--- src/quadratic_root_solver_unit_macros.svh ---
// assertion macros for the quadratic root solver
`ifndef QUADRATIC_ROOT_SOLVER_UNIT_MACROS_SVH
`define QUADRATIC_ROOT_SOLVER_UNIT_MACROS_SVH
`ifndef SYNTH
// same-cycle implication, sampled on clk, off during reset
`define QRS_ASSERT_NOW(lbl, ante, cons) \
  lbl: assert property (@(posedge clk) disable iff (!rst_n) (ante) |-> (cons)) \
    else $error("qrs check failed");
// next-cycle implication
`define QRS_ASSERT_NEXT(lbl, ante, cons) \
  lbl: assert property (@(posedge clk) disable iff (!rst_n) (ante) |=> (cons)) \
    else $error("qrs check failed");
`else
`define QRS_ASSERT_NOW(lbl, ante, cons)
`define QRS_ASSERT_NEXT(lbl, ante, cons)
`endif
`endif

--- src/qrs_div.sv ---
`timescale 1ns / 1ps
`default_nettype none
module qrs_div #(
  parameter int NW  = 34,
  parameter int DVW = 16,
  parameter int SW  = 1
) (
  input  wire logic           clk,
  input  wire logic           rst_n,
  input  wire logic           en,
  input  wire logic           in_valid,
  input  wire logic [NW-1:0]  in_num,
  input  wire logic [DVW-1:0] in_den,
  input  wire logic [SW-1:0]  in_side,
  output logic                out_valid,
  output logic [NW-1:0]       out_quot,
  output logic [SW-1:0]       out_side
);
  // restoring unsigned divide, one quotient bit per stage

  logic [NW-1:0]  v_r;
  logic [NW-1:0]  num_r  [NW];
  logic [DVW-1:0] den_r  [NW];
  logic [DVW-1:0] rem_r  [NW];
  logic [SW-1:0]  side_r [NW];

  for (genvar i = 0; i < NW; i++) begin : g_stage
    logic           v_in;
    logic [NW-1:0]  num_in;
    logic [DVW-1:0] den_in;
    logic [DVW-1:0] rem_in;
    logic [SW-1:0]  side_in;
    logic [DVW:0]   trial;
    logic [DVW:0]   diff;
    logic           ge;
    logic [DVW-1:0] rem_nxt;
    logic [NW-1:0]  num_nxt;

    if (i == 0) begin : g_first
      assign v_in    = in_valid;
      assign num_in  = in_num;
      assign den_in  = in_den;
      assign rem_in  = '0;
      assign side_in = in_side;
    end else begin : g_rest
      assign v_in    = v_r[i-1];
      assign num_in  = num_r[i-1];
      assign den_in  = den_r[i-1];
      assign rem_in  = rem_r[i-1];
      assign side_in = side_r[i-1];
    end

    always_comb begin
      trial   = {rem_in, num_in[NW-1]};
      diff    = trial - {1'b0, den_in};
      ge      = (trial >= {1'b0, den_in});
      rem_nxt = ge ? diff[DVW-1:0] : trial[DVW-1:0];
      num_nxt = {num_in[NW-2:0], ge};
    end

    always_ff @(posedge clk) begin
      if (!rst_n) begin
        v_r[i] <= 1'b0;
      end else if (en) begin
        v_r[i] <= v_in;
      end
    end

    always_ff @(posedge clk) begin
      if (en) begin
        num_r[i]  <= num_nxt;
        den_r[i]  <= den_in;
        rem_r[i]  <= rem_nxt;
        side_r[i] <= side_in;
      end
    end
  end

  assign out_valid = v_r[NW-1];
  assign out_quot  = num_r[NW-1];
  assign out_side  = side_r[NW-1];

endmodule
`default_nettype wire

--- config.mk ---
export PLATFORM = sky130hd
export DESIGN_NAME = qrs_div
export DESIGN_NICKNAME = d
export VERILOG_FILES = /design/src/quadratic_root_solver_unit_macros.svh /design/src/qrs_div.sv
export SDC_FILE = /design/constraint.sdc
export NUM_CORES = 2
export LEC_CHECK = 0
export ABC_AREA = 1
export ABC_CLOCK_PERIOD_IN_PS = 2600
export BUFFER_PORTS_ARGS = -buffer_cell sky130_fd_sc_hd__buf_2
export CAP_MARGIN = 0
export CORE_AREA = 2 2 404 707
export CTS_BUF_LIST = sky130_fd_sc_hd__clkbuf_8
export DETAILED_ROUTE_END_ITERATION = 8
export DIE_AREA = 0 0 406 709
export GPL_TIMING_DRIVEN = 0
export PLACE_DENSITY_LB_ADDON = 0.05
export SETUP_SLACK_MARGIN = 0.02
export SKIP_CTS_REPAIR_TIMING = 1
export SYNTH_ARGS = -nofsm -noshare
export SYNTH_HDL_FRONTEND = slang
export SYNTH_SLANG_ARGS = --single-unit
--- constraint.sdc ---
create_clock -name clk -period 2.6 [get_ports clk]
set_input_delay 0.39 -clock clk [delete_from_list [all_inputs] [get_ports clk]]
set_output_delay 0.39 -clock clk [all_outputs]
set_load 0.01 [all_outputs]
==> results.ini <==
[layout]
layout.nets = 12586
drive_above_1_share_pct = 8.060
nFillCells = 27114
syn_to_final_growth_pct = 12.15
instances_no_fill = 16021

[setup_path]
crit_required_ps = 3350
cp-endpoint = rem_r[22][7]$_DFFE_PP_
critical_path.max_fanout = 10
crit_start = rem_r[21][12]$_DFFE_PP_
endpoint_kind = register
critPathArrivalTime_ps = 3260
regToRegEndpoint = rem_r[22][7]$_DFFE_PP_
reg2reg_depth = 9
critPathMostFrequentCell = nand2_1
critical_path_class = reg -> reg
critical_path.max_stage_delay_ps = 500
cpMaxStageDelayCell = ha_1
r2r-start = rem_r[21][12]$_DFFE_PP_
cp.buffers_inverters = 2
cp-start-kind = register
crit_chain = ha_1 > nand2_1 > inv_1 > nand2_1 > a21oi_1 > nor2_4 > buf_2 > nand3_1 > nand2_1
crit_cells = 9
cp_top_family = simple AND/OR/NAND/NOR gates
r2r_setup_slack_ps = 90

[yosys]
synthTopCellsByArea = edfxtp_1, nand2_1, inv_1
avgSynthCellArea_sq_um = 9.881
syn-num-nets = 11991
syn_area_sq_um = 112400
synth-seq-area-share_pct = 60.61
synth_seq_cells = 2280
ys_types = 44
yosysWarnings = 0
synth_area_leader_cell = edfxtp_1
syn_inst = 11374
synth_top_area_share_pct = 60.01

[timing]
worst_slew_pin_slew_ps = 1192
fin_crit_sh_pct = 96.52
finalHoldViolations = 0
tns_ps = 0
rsz0062_at_grt = false
clock_skew_ps = 67.50
clock.fmax_ghz = 0.3985
setup_violations = 0
drv_slew = 0
slew_headroom_pct = 19.90
min_period_ps = 2510

[clock_network]
clkSinkCount = 2280
cts_tree = done
clk_pin_slew_ps = 70
root_buffer = clkbuf_8
insertion_delay_ps = 1040
htree_levels = 5
ctsLongestPathBuffers = 4
cts-buffers-inserted = 354

[placement]
placed_cells = 15248
place_congestion = 0.9327
port_buffers = 90
dp_hpwl_um = 228100

[detailed_routing]
vias_per_cell = 4.697
ant_nets = 0
drc_errors = 0
wl_per_cell_um = 18.65
via_count = 75253
drt_iter0_markers = 3743
firstDrtPassIters = 6
routed_wl_um = 298700

[floorplanning]
core.rowCount = 258
start_util_pct = 39.88
die_h_um = 709
die_w_um = 406
coreArea_sq_um = 281800
dieArea_sq_um = 287900
io_pins = 91

[global_routing]
grt_pass1_wl_um = 443200
top_usage_layer = met2
grt_use_met3_pct = 2.414
grt_max_degree = 181
overflow = 0
gr-usage-all-layers_pct = 20.42
met1_usage_pct = 17.75
antenna_found_initial = 3
use_met2_pct = 42.17
grt_pass1_vias = 77059

[flow_run]
drv_cap = 0

[status]
status = completed

[power_and_ir_drop]
p_per_area_nw_per_um2 = 1098
vdd_drop_max_mv = 0.6822
p_total_w = 0.1384
p_leak_nw = 59.01

[worst_hold_path]
hold_path.class = in -> reg

-- per-layer routing --
layer,share of wire [%],vias up
met5,0.0044,-
met4,7.4,2
met3,2.7,743
met2,58,1333
met1,32,35011
li1,-,38164
-- cells by family (layout without fill, tap and decap cells) --
logic type / Yosys count / after routing / synth area share (%)
buf+inv: 2178 / 3050 / 7.716
flops: 2280 / 2280 / 60.61
compound gates: 398 / 398 / 1.873
xor+xnor: 199 / 199 / 1.551
simple gates: 5757 / 5757 / 21.78
fa+ha+maj: 562 / 562 / 6.470
other cells: 0 / 5 / 0
-- power breakdown --
group | internal [W] | switching, W | total, W | leakage [nW]
Combinational | 0.0185 | 0.0374 | 0.0559 | 33.0
Clock | 0.0143 | 0.0145 | 0.0288 | 3.70
Sequential | 0.0493 | 0.00438 | 0.0537 | 22.3
Total | 0.0822 | 0.0562 | 0.138 | 59.0
-- cell usage in the layout, fill, tap and decap left out, types with 135 or more instances in the layout --
cell	n
buf_2	135
clkbuf_8	356
nand3_1	807
a21oi_1	286
nand2_1	3907
nand4_1	140
nor2_1	474
edfxtp_1	2246
xor2_1	153
ha_1	520
inv_1	2122
-- layout make-up --
type                    instances  area, sq um  share of cell area [%]
flip-flops and latches       2280        68130                   54.05
multi-input cells            6916        35730                   28.34
inverters                    2052         7702                   6.111
clock buffers                 356         4900                   3.887
well taps                    3770         4717                   3.742
repair buffers                239         2237                   1.775
clock inverters               277         1652                   1.310
plain buffers                 126        972.2                  0.7713
diodes                          5        12.51                0.009927
-- state kept, by name, indices dropped and copies added, names as in the netlist --
signal        cells
num_r          1156
den_r           528
rem_r           528
side_r           34
g_stage.v_in     33
out_valid         1
-- through the flow --
stage               setup slack [ps]  hold slack [ps]  utilization, %  area [sq um]
CTS                           -747.9           -607.6           44.18        124500
detailed placement             -1898            404.5           41.86        118000
floorplan                      677.5            400.3               -        112400
global placement              -43840            400.2           41.71        117600
finish                         90.39            22.95           44.73        126000
global route                   19.20           -12.74           44.72        126000
-- cell usage after synthesis, drive strengths merged --
| cell | count |
|---|---|
| edfxtp | 2246 |
| nand2 | 3993 |
| and2 | 25 |
| xor2 | 153 |
| fa | 32 |
| nor3 | 97 |
| nor2 | 525 |
| nand3b | 79 |
| nand4 | 140 |
| a21boi | 4 |
| nor4 | 11 |
| a21oi | 289 |
| o21a | 22 |
| o21ai | 65 |
| ha | 530 |
| or2 | 30 |
| inv | 2051 |
| clkbuf | 19 |
| and3 | 15 |
| o21bai | 17 |
| nand3 | 842 |
| a31oi | 1 |
| xnor2 | 46 |
| clkinv | 1 |
| buf | 107 |
| dfxtp | 34 |
-- how the worst min path moves through the flow --
stage / start / endpoint / slack (ps) / depth (start not counted)
3_3_place_gp: num_r[4][8]$_DFFE_PP_ / num_r[5][9]$_DFFE_PP_ / 400 / 0
5_1_grt: in_num[20] / num_r[0][21]$_DFFE_PP_ / -10 / 2
6_report: en / num_r[4][5]$_DFFE_PP_ / 20 / 2
4_1_cts: in_num[3] / num_r[0][4]$_DFFE_PP_ / -610 / 1
3_5_place_dp: num_r[9][23]$_DFFE_PP_ / num_r[10][24]$_DFFE_PP_ / 400 / 0
2_1_floorplan: num_r[9][9]$_DFFE_PP_ / num_r[10][10]$_DFFE_PP_ / 400 / 0
(Power assumes the default switching activity.)
