`src/quadratic_root_solver_unit_macros.svh`:
```
// assertion macros for the quadratic root solver
`ifndef QUADRATIC_ROOT_SOLVER_UNIT_MACROS_SVH
`define QUADRATIC_ROOT_SOLVER_UNIT_MACROS_SVH
`ifndef SYNTH
// same-cycle implication, sampled on clk, off during reset
`define QRS_ASSERT_NOW(lbl, ante, cons) \
  lbl: assert property (@(posedge clk) disable iff (!rst_n) (ante) |-> (cons)) \
    else $error("qrs check failed");
// next-cycle implication
`define QRS_ASSERT_NEXT(lbl, ante, cons) \
  lbl: assert property (@(posedge clk) disable iff (!rst_n) (ante) |=> (cons)) \
    else $error("qrs check failed");
`else
`define QRS_ASSERT_NOW(lbl, ante, cons)
`define QRS_ASSERT_NEXT(lbl, ante, cons)
`endif
`endif

```
`src/qrs_sqrt.sv`:
```
`timescale 1ns / 1ps
`default_nettype none
module qrs_sqrt #(
  parameter int DW = 32,
  parameter int IT = 32,
  parameter int SW = 1
) (
  input  wire logic          clk,
  input  wire logic          rst_n,
  input  wire logic          en,
  input  wire logic          in_valid,
  input  wire logic [DW-1:0] in_d,
  input  wire logic [SW-1:0] in_side,
  output logic               out_valid,
  output logic [IT-1:0]      out_root,
  output logic               out_inexact,
  output logic [SW-1:0]      out_side
);
  // one result bit per stage, restoring digit-by-digit root
  localparam int RW = IT + 3;

  logic [IT-1:0] v_r;
  logic [DW-1:0] d_r    [IT];
  logic [IT-1:0] q_r    [IT];
  logic [RW-1:0] rem_r  [IT];
  logic [SW-1:0] side_r [IT];

  for (genvar i = 0; i < IT; i++) begin : g_stage
    logic          v_in;
    logic [DW-1:0] d_in;
    logic [IT-1:0] q_in;
    logic [RW-1:0] rem_in;
    logic [SW-1:0] side_in;
    logic [RW-1:0] rem_t;
    logic [RW-1:0] trial;
    logic          ge;
    logic [RW-1:0] rem_nxt;
    logic [IT-1:0] q_nxt;
    logic [DW-1:0] d_nxt;

    if (i == 0) begin : g_first
      assign v_in    = in_valid;
      assign d_in    = in_d;
      assign q_in    = '0;
      assign rem_in  = '0;
      assign side_in = in_side;
    end else begin : g_rest
      assign v_in    = v_r[i-1];
      assign d_in    = d_r[i-1];
      assign q_in    = q_r[i-1];
      assign rem_in  = rem_r[i-1];
      assign side_in = side_r[i-1];
    end

    always_comb begin
      rem_t   = {rem_in[RW-3:0], d_in[DW-1:DW-2]};
      trial   = {1'b0, q_in, 2'b01};
      ge      = (rem_t >= trial);
      rem_nxt = ge ? (rem_t - trial) : rem_t;
      q_nxt   = {q_in[IT-2:0], ge};
      d_nxt   = {d_in[DW-3:0], 2'b00};
    end

    always_ff @(posedge clk) begin
      if (!rst_n) begin
        v_r[i] <= 1'b0;
      end else if (en) begin
        v_r[i] <= v_in;
      end
    end

    always_ff @(posedge clk) begin
      if (en) begin
        d_r[i]    <= d_nxt;
        q_r[i]    <= q_nxt;
        rem_r[i]  <= rem_nxt;
        side_r[i] <= side_in;
      end
    end
  end

  assign out_valid   = v_r[IT-1];
  assign out_root    = q_r[IT-1];
  assign out_inexact = (rem_r[IT-1] != '0);
  assign out_side    = side_r[IT-1];

endmodule
`default_nettype wire

```
`config.mk`:
```
export PLATFORM = sky130hd
export DESIGN_NAME = qrs_sqrt
export DESIGN_NICKNAME = d
export VERILOG_FILES = /design/src/quadratic_root_solver_unit_macros.svh /design/src/qrs_sqrt.sv
export SDC_FILE = /design/constraint.sdc
export NUM_CORES = 2
export LEC_CHECK = 0
export ABC_AREA = 0
export CAP_MARGIN = 0
export CELL_PAD_IN_SITES_DETAIL_PLACEMENT = 1
export CELL_PAD_IN_SITES_GLOBAL_PLACEMENT = 2
export CORE_MARGIN = 3
export CORE_UTILIZATION = 45
export CTS_CLUSTER_DIAMETER = 100
export CTS_CLUSTER_SIZE = 40
export DETAILED_ROUTE_END_ITERATION = 10
export DONT_BUFFER_PORTS = 1
export PLACE_DENSITY = 0.86
export SYNTH_ARGS = -nofsm -noshare
export SYNTH_HDL_FRONTEND = slang
export SYNTH_SLANG_ARGS = --single-unit
```
`constraint.sdc`:
```
create_clock -name clk -period 4.3 [get_ports clk]
set_input_delay 0.645 -clock clk [delete_from_list [all_inputs] [get_ports clk]]
set_output_delay 0.645 -clock clk [all_outputs]
set_load 0.01 [all_outputs]
```
==> results.toml <==
[outcome]
outcome = "complete, but fails checks"
violations = "slew limit"

[worst_setup_path]
critPathMaxFanout = 4
r2r-start = "rem_r[0][374]"
r2r-end = "rem_r[0][417]"
r2r_cells = 9
worstPathArrival_ps = 4620
cp.required_ps = 4830
cp-start-kind = "flop"
worstSetupEndpointType = "flop"
path_class = "reg2reg"
reg2reg_slack_ps = 210

[synthesis]
synth_edf_count = 1793
synth_simple_gate_area_frac = 0.118
synth_area_mm2 = 0.0951
syn_area_per_cell_um2 = 11.7
synth_adder_area_share = 0.0732
ys_seq_elements = 1825
synth_seq_area_share = 0.573
synth_ff_type = "edfxtp_1"
synthArstFlopShare = 0
synth_warnings = 0
synth_cells = 8149
synth-xor-area-share = 0.0708
yosysUniqueCellTypes = 93
synth-compound-area-share = 0.114
synth_nets = 8733
synth_top_family_by_area = "simple AND/OR/NAND/NOR gates"
synthMuxAreaShare = 0.0156

[layout]
drive_above_1_share = 0.0514
fillers = 22100
area_delta_synth_final_pct = 7.82
final_core_util = 0.489
final_nets = 8768

[drt]
drt_pass1_iterations = 6
drt-vias-per-instance = 5.52
drcViolationCount = 0
drt-total-wl_um = 217000
ant_nets = 0
vias = 61100
post_drt_wl_per_cell_um = 19.6
first_iter_violations = 3842

[sta]
clock_skew_ps = 51.9
min_period_ps = 4090
timing.fmax_mhz = 245
slew_violations = 34
finalHoldViolations = 0
finalSetupViolCount = 0
min_period_over_period = 0.950
slew_headroom = -0.0249
worstMarginPinSlew_ps = 1540

[placement]
gp_congestion = 0.854
portBuffers = 0
dp_hpwl_um = 161000

[floorplanning]
core_area_mm2 = 0.210
fp-row-count = 168
die_x_um = 466
initial_utilization = 0.453
die_y_um = 466
num_io_pins = 72
dieArea_mm2 = 0.217

[clock_tree]
clk_latency_ps = 780
clkSinkCount = 1825
clk_path_buf_depth = 3
cts-root-buf = "clkbuf_16"
path_clk_slew_ps = 130
cts_tree = "yes"
cts_htree_levels = 3
cts_inserted_buffers = 81

[power_and_ir_drop]
p_leak_nw = 39.4
powerDensity_mw_per_mm2 = 482
power_mw = 49.4
ir_worst_vdd_mv = 0.485

[min_path]
whs_path_depth = 2
hold_path_end = "g_stage[1].v_in"
hold_start = "in_valid"
hp-class = "in2reg"

[global_routing]
antenna_found_initial = 4
grt-ovfl-total = 0
grt_pass1_vias = 64600
grt_max_degree = 249
grt_use_total = 0.198
grt_pass1_wl_um = 349000

[job]
drv_cap = 0
-- Yosys cell counts (42+ instances only) --
cell / n / area [um^2]
a211oi_1: 45 / 338
a21o_1: 226 / 1700
a21oi_1: 538 / 2690
a31oi_1: 43 / 269
and3_1: 56 / 350
clkbuf_1: 146 / 548
edfxtp_1: 1793 / 53800
ha_1: 531 / 6640
inv_1: 733 / 2750
mux2_2: 91 / 1020
mux2i_1: 46 / 460
nand2_1: 568 / 2130
nand2b_1: 111 / 694
nand3_1: 142 / 711
nand4_1: 68 / 425
nor2_1: 549 / 2060
nor2b_1: 117 / 732
nor3_1: 188 / 941
nor4_1: 121 / 757
o21a_1: 98 / 736
o21ai_0: 410 / 2050
o21bai_1: 42 / 315
o31ai_1: 78 / 586
or2_2: 44 / 275
or3_1: 84 / 526
xnor2_1: 419 / 3670
xor2_1: 348 / 3050
-- state kept, by name, summed over array words and instances, names as in the netlist --
name and count:
side_r 32, g_stage.v_in 31, rem_r 993, d_r 240
out_valid 1, q_r 528
-- critical path, stage by stage, from the launching register on --
cell      delay [ps]
edfxtp_1         460
or4_1            580
or3_1            380
nor4_1           460
nand3_1          180
or4b_1           620
o31ai_1          700
a211oi_1         180
nand4_1          220
xnor2_1           80
-- routing by layer --
metal	wire length, um	GRT usage
met3	4360	0.0183
met1	92100	0.241
met2	115000	0.372
met5	0	0
met4	5870	0.0524
-- metrics by stage --
stage,setup slack (ps),area (um^2),hold WS (ps),cells,setup TNS [ps]
finish,215,103000,87.5,11100,0
global route,-2.02,103000,22.6,11100,-2.02
CTS,210,102000,2.12,11100,0
detailed placement,-189,98900,405,10900,-37650
global placement,16.4,98900,401,10900,0
floorplan,839,95100,400,8149,0
-- final cells by class --
cell class              count  area [um^2]  share of cell area
repair buffers            117         1230              0.0120
diodes                      1         2.50           0.0000244
clock buffers              83         2080              0.0203
multi-input cells        5423        37300               0.364
well taps                2805         3510              0.0342
clock inverters            67         1140              0.0111
inverters                 736         2760              0.0269
flip-flops and latches   1825        54500               0.531
-- where the power goes --
part / switching (mW) / internal [mW]
clock: 6.49 / 4.25
combinational: 7.78 / 5.84
sequential: 2.01 / 23.0
total: 16.3 / 33.1
-- how the worst max path moves through the flow --
stage	from	end	cells past startpoint	slack (ps)
global route	rem_r[0][374]	rem_r[0][417]	9	-2
CTS	q_r[29][2]	rem_r[1][495]	14	210
global placement	en	q_r[24][3]	4	20
floorplan	rem_r[0][255]	rem_r[0][298]	9	840
finish	rem_r[0][374]	rem_r[0][417]	9	210
detailed placement	en	q_r[25][3]	4	-190
-- placed cells by master, fill, tap and decap left out, types with 23 or more instances in the layout --
cell type | Yosys | layout
nand2b_1 | 111 | 111
xor2_1 | 348 | 348
or2_2 | 44 | 44
clkbuf_16 | 0 | 83
dfxtp_1 | 32 | 32
nor2b_1 | 117 | 117
buf_4 | 0 | 66
a21o_1 | 226 | 226
nand2_1 | 568 | 568
inv_1 | 733 | 733
mux2i_1 | 46 | 46
edfxtp_1 | 1793 | 1793
a211oi_1 | 45 | 45
nor2_1 | 549 | 549
a31oi_1 | 43 | 40
o21bai_1 | 42 | 42
mux2_2 | 91 | 91
nand4b_1 | 24 | 24
nand3_1 | 142 | 141
or3_1 | 84 | 84
nand3b_1 | 32 | 32
a211o_1 | 23 | 23
or4_1 | 41 | 41
nor4_1 | 121 | 120
a21oi_1 | 538 | 537
a21boi_0 | 33 | 33
o21a_1 | 98 | 98
ha_1 | 531 | 531
o31ai_1 | 78 | 77
nor3_1 | 188 | 185
o21ai_0 | 410 | 410
and2_1 | 24 | 24
dlygate4sd3_1 | 0 | 35
and3_1 | 56 | 56
nand4_1 | 68 | 68
o211ai_1 | 27 | 27
xnor2_1 | 419 | 419
-- cell families (layout without fill, tap and decap cells) --
group,count (synthesis),count (layout)
XOR/XNOR,768,768
AND/OR/NAND/NOR,2243,2243
adder cells (fa/ha/maj),547,547
AO/OA/AOI/OAI,1727,1727
buffers and inverters,901,1003
other,1,2
multiplexers,137,137
flip-flops,1825,1825
-- timing repair --
item	4_1_cts	5_1_grt
resized for setup	0	5
hold buffers	36	0
setup buffers	0	0
endpoints found under the setup margin	0	25
endpoints found under the hold margin	209	0
Power figures use the tool's default switching activity.
